--- src/tlbpfa_pkg.sv ---
// ----------------------------------------------------------------------------
// tlbpfa_pkg
// Shared types and constants of the TLB / page table / frame allocator block.
// ----------------------------------------------------------------------------
package tlbpfa_pkg;

    localparam int TLB_DEPTH  = 16;
    localparam int MAX_FRAMES = 256;
    localparam int PID_SLOTS  = 16;
    localparam int MAX_PAGES  = 64;

    localparam int TLB_IW   = $clog2(TLB_DEPTH);
    localparam int FRAME_W  = $clog2(MAX_FRAMES);
    localparam int PID_IW   = $clog2(PID_SLOTS);
    localparam int PAGE_IW  = $clog2(MAX_PAGES);
    localparam int MAP_AW   = PID_IW + PAGE_IW;
    localparam int MAP_DEPTH = PID_SLOTS * MAX_PAGES;

    // Configuration register indexes
    localparam logic [1:0] CFG_FRAME_SIZE  = 2'd0;
    localparam logic [1:0] CFG_FRAMES_USED = 2'd1;
    localparam logic [1:0] CFG_TLB_USED    = 2'd2;
    localparam logic [1:0] CFG_TLB_ENABLE  = 2'd3;

    typedef enum logic [1:0] {
        OP_RESERVE = 2'd0,
        OP_READ    = 2'd1,
        OP_FLUSH   = 2'd2,
        OP_NONE    = 2'd3
    } op_t;

    typedef enum logic [1:0] {
        ST_OK        = 2'd0,
        ST_NO_TABLE  = 2'd1,
        ST_UNMAPPED  = 2'd2,
        ST_NO_FRAMES = 2'd3
    } status_t;

    typedef enum logic [2:0] {
        S_IDLE,
        S_LOOK,
        S_COUNT,
        S_CHECK,
        S_ALLOC,
        S_MAP,
        S_MUL,
        S_DONE
    } state_t;

    // Controller to datapath
    typedef struct packed {
        logic    load;
        logic    take_hit;
        logic    set_status;
        status_t status_code;
        logic    count_step;
        logic    clr_scan;
        logic    alloc_step;
        logic    write_held;
        logic    take_map;
        logic    mul;
        logic    flush;
        logic    emit;
    } cmd_t;

    // Datapath to controller
    typedef struct packed {
        op_t  op;
        logic pid_ok;
        logic count_big;
        logic tlb_hit;
        logic page_bad;
        logic scan_end;
        logic alloc_end;
        logic free_short;
        logic out_busy;
        logic clear_busy;
    } sts_t;

endpackage

--- src/tlbpfa_ctrl.sv ---
// ----------------------------------------------------------------------------
// tlbpfa_ctrl
// Sequencer for reserve, read and flush transactions.
// ----------------------------------------------------------------------------
module tlbpfa_ctrl
    import tlbpfa_pkg::*;
(
    input  logic clk,
    input  logic rst_n,
    input  logic in_accept,
    output logic in_ready,
    input  sts_t sts,
    output cmd_t cmd
);

    state_t state_reg;
    state_t state_next;

    // State register
    always_ff @(posedge clk or negedge rst_n)
    begin
        if (!rst_n)
        begin
            state_reg <= S_IDLE;
        end
        else
        begin
            state_reg <= state_next;
        end
    end

    // Next state and commands
    always_comb
    begin
        state_next = state_reg;
        cmd        = '0;
        in_ready   = 1'b0;
        case (state_reg)
            S_IDLE:
            begin
                // Hold off requests until the frame bitmap is cleared
                in_ready = !sts.clear_busy;
                if (in_accept)
                begin
                    cmd.load   = 1'b1;
                    state_next = S_LOOK;
                end
            end
            S_LOOK:
            begin
                state_next = S_DONE;
                case (sts.op)
                    OP_RESERVE:
                    begin
                        if (!sts.pid_ok)
                        begin
                            cmd.set_status  = 1'b1;
                            cmd.status_code = ST_NO_TABLE;
                        end
                        else if (sts.count_big)
                        begin
                            cmd.set_status  = 1'b1;
                            cmd.status_code = ST_NO_FRAMES;
                        end
                        else
                        begin
                            state_next = S_COUNT;
                        end
                    end
                    OP_READ:
                    begin
                        if (sts.tlb_hit)
                        begin
                            cmd.take_hit = 1'b1;
                            state_next   = S_MUL;
                        end
                        else if (!sts.pid_ok)
                        begin
                            cmd.set_status  = 1'b1;
                            cmd.status_code = ST_NO_TABLE;
                        end
                        else if (sts.page_bad)
                        begin
                            cmd.set_status  = 1'b1;
                            cmd.status_code = ST_UNMAPPED;
                        end
                        else
                        begin
                            state_next = S_MAP;
                        end
                    end
                    OP_FLUSH:
                    begin
                        cmd.flush = 1'b1;
                    end
                    default:
                    begin
                        state_next = S_DONE;
                    end
                endcase
            end
            S_COUNT:
            begin
                if (sts.scan_end)
                begin
                    state_next = S_CHECK;
                end
                else
                begin
                    cmd.count_step = 1'b1;
                end
            end
            S_CHECK:
            begin
                if (sts.free_short)
                begin
                    cmd.set_status  = 1'b1;
                    cmd.status_code = ST_NO_FRAMES;
                    state_next      = S_DONE;
                end
                else
                begin
                    cmd.clr_scan = 1'b1;
                    state_next   = S_ALLOC;
                end
            end
            S_ALLOC:
            begin
                if (sts.alloc_end)
                begin
                    cmd.write_held = 1'b1;
                    state_next     = S_DONE;
                end
                else
                begin
                    cmd.alloc_step = 1'b1;
                end
            end
            S_MAP:
            begin
                cmd.take_map = 1'b1;
                state_next   = S_MUL;
            end
            S_MUL:
            begin
                cmd.mul    = 1'b1;
                state_next = S_DONE;
            end
            S_DONE:
            begin
                if (!sts.out_busy)
                begin
                    cmd.emit   = 1'b1;
                    state_next = S_IDLE;
                end
            end
            default:
            begin
                state_next = S_IDLE;
            end
        endcase
    end

endmodule

--- config.mk ---
export PLATFORM = sky130hd
export DESIGN_NAME = tlbpfa_ctrl
export DESIGN_NICKNAME = d
export VERILOG_FILES = /design/src/tlbpfa_pkg.sv /design/src/tlbpfa_ctrl.sv
export SDC_FILE = /design/constraint.sdc
export NUM_CORES = 1
export LEC_CHECK = 0
export ABC_AREA = 1
export BUFFER_PORTS_ARGS = -buffer_cell sky130_fd_sc_hd__buf_2
export CORE_AREA = 2 2 39 41
export CTS_CLUSTER_SIZE = 12
export DETAILED_ROUTE_END_ITERATION = 12
export DIE_AREA = 0 0 41 43
export PLACE_DENSITY = 0.81
export SETUP_SLACK_MARGIN = 0.3
export SLEW_MARGIN = 20
export SYNTH_ARGS = -nofsm -noshare
export SYNTH_HDL_FRONTEND = slang
export SYNTH_SLANG_ARGS = --single-unit
export TNS_END_PERCENT = 1
--- constraint.sdc ---
create_clock -name clk -period 1.4 [get_ports clk]
set_input_delay 0.14 -clock clk [delete_from_list [all_inputs] [get_ports clk]]
set_output_delay 0.14 -clock clk [all_outputs]
set_load 0.005 [all_outputs]
==> results.md <==
* Run status: finished, final reports clean
* DRT iter0 DRCs at 4
* Largest net degree at the start of global routing at 9
* FF-to-FF path depth at 8
* Core ar. at 1380 um^2
* Type of origin of the critical path: flop
* Area after DPL at 697 um^2
* IO Pins at 28
* Commonest non-fill, non-tap cell in the layout: buf_2
* Initial antenna violation count at 0
* All-Layer GR Usage at 0.169
* Fmax at 721 MHz
* YS warnings at 0
* Final hold vios at 0
* Final Core Density at 0.609
* Dpl hpwl at 1050 um
* Dpl cells at 131
* Largest area contributor in the netlist: nand2_1
* Worst Tran Pin Value at 224 ps
* Crit-path slowest cell: dfrtp_2
* DR WL/cell at 9.92 um
* Vias per cell at 4.62
* Effective utilization at floorplan at 0.392
* Max-slew violations at 0
* Final clock skew at 3.46 ps
* Avg Cell Area, Syn at 6.30 um^2
* Synth cell types at 23
* Global placer's final weighted congestion at 0.770
* Most frequent cells in the layout: buf_2 (27), nand2_1 (20), nor2_1 (11), inv_1 (9), buf_4 (9)
* Max reg flops at 3
* R2r setup slk at 160 ps
* Hold crit path type: primary input to async pin
* NumNets Final at 142
* RSZ-0062 raised after global routing: yes
* Buf/Inv on CP at 3
* Root Buffer: clkbuf_4
* CP required at 1260 ps
* Yosys top cell area share at 0.145
* ANT cells at 0
* Worst hold margin at 229 ps
* Area contributors post-synth: nand2_1 (15%), dfrtp_1 (14%), inv_1 (7.6%)
* Critical-path cell list: inv_8 -> buf_6 -> nor4_2 -> buf_2
* PortBufs at 27
* Final Setup Violations at 0
* Critical Path AT at 1250 ps
* Peak supply drop at 0.868 mV
* Synthesized instance count at 86
* Slew headroom at 0.851
* Final Cell Area at 843 um^2
* Crit path kind: flop to primary output
* Row count at 14
* CTS buffer count at 3
* Post-Layout Cell Count at 143
* CTS tree: yes
* Share of layout cells above drive strength 1 at 0.567
* CP endpoint kind: primary output
* Max-cap viol count at 0
* Clock tree buffer depth at 2
* Fin crit share at 0.991
* Detailed-route via count at 661
* Slowest cell delay on critical path at 460 ps
* Syn Nets at 100
* DRT Wirelength at 1420 um
* Clk_lat worst skew at 230 ps
* Final min period at 1390 ps
* Die W at 41 um
* Gr ovfl total at 0
* Synth Register Bits at 3
* Clock Sinks at 3
* Area Growth Syn to Fin at 55.7%
* Vias in the first global route at 595
* First-pass GRT wire length at 2170 um
* Die footprint at 1760 um^2
* Drt pass-1 iters at 3
* Die H at 43 um
* Worst-path clk slew at 40 ps
* Area of the mapped netlist at 542 um^2
* H-tree levels at 1
* ANT nets after route at 0
* R2r endpoint: state_reg[1]$_DFFE_PN0P_
* Largest delay share family, worst path: flip-flops
* PwrDens at 1880 nW/um^2
* DR DRC count at 0
* Leak Pwr at 0.494 nW
* Seq/Total Area, Yosys at 0.139
* Max Fanout on Critical Path at 8
* Worst r2r src: state_reg[1]$_DFFE_PN0P_
-- logic make-up after synthesis --
kind of cell	count (synthesis)	synth area share
compound gates	4	0.0370
buf+inv	19	0.194
simple gates	60	0.631
flops	3	0.139
-- layer usage --
layer / wire (um) / up-vias / global-route usage
met5: 0 / - / 0
met4: 0 / 0 / 0
met2: 784 / 22 / 0.325
li1: - / 349 / -
met1: 560 / 290 / 0.183
met3: 73 / 0 / 0.0366
-- Yosys cell counts, drive strengths merged --
cell / n
inv: 16
nor2: 16
buf: 3
nand3: 10
nor3b: 1
o21ai: 4
nor4: 1
nand4: 1
and2: 1
nand2: 25
nor3: 5
dfrtp: 3
-- how the worst max path moves through the flow --
stage,endpoint,from,cells past startpoint
3_5_place_dp,state_reg[2]$_DFFE_PN0P_,state_reg[0]$_DFFE_PN0P_,6
6_report,cmd[4],state_reg[2]$_DFFE_PN0P_,4
2_1_floorplan,cmd[9],state_reg[2]$_DFFE_PN0P_,6
4_1_cts,cmd[9],state_reg[2]$_DFFE_PN0P_,6
3_3_place_gp,state_reg[2]$_DFFE_PN0P_,state_reg[2]$_DFFE_PN0P_,5
5_1_grt,cmd[4],state_reg[2]$_DFFE_PN0P_,4
-- per-stage QoR --
stage	setup TNS [ps]	power [mW]	setup slack [ps]
final	0	1.59	13.0
after global routing	-256	1.75	-51.8
after CTS	-0.837	1.51	-0.837
after detailed placement	0	1.15	89.2
after global placement	0	1.13	120
after floorplan	0	0.956	303
-- cell type report --
cell class              count  area [um^2]
fillers                   133          541
flip-flops and latches      3         78.8
clock buffers               4         26.3
well taps                  16         20.0
inverters                  16         67.6
multi-input cells          64          404
repair buffers             40          246
-- repair_timing --
action	in CTS	in global routing
resized for setup	8	9
buffers inserted	7	0
pin swaps	9	5
hold endpoints to repair	3	0
setup endpoints to repair	17	17
hold buffers	1	0
cloned	0	0
-- power by group --
| part | total (mW) | leakage [nW] | internal [mW] | switching, mW |
|---|---|---|---|---|
| registers | 0.268 | 0.0319 | 0.147 | 0.121 |
| clock network | 0.150 | 0.0150 | 0.107 | 0.0429 |
| logic | 1.17 | 0.447 | 0.550 | 0.622 |
| total | 1.59 | 0.494 | 0.803 | 0.786 |
No activity file was read; power rests on OpenSTA's default activity.
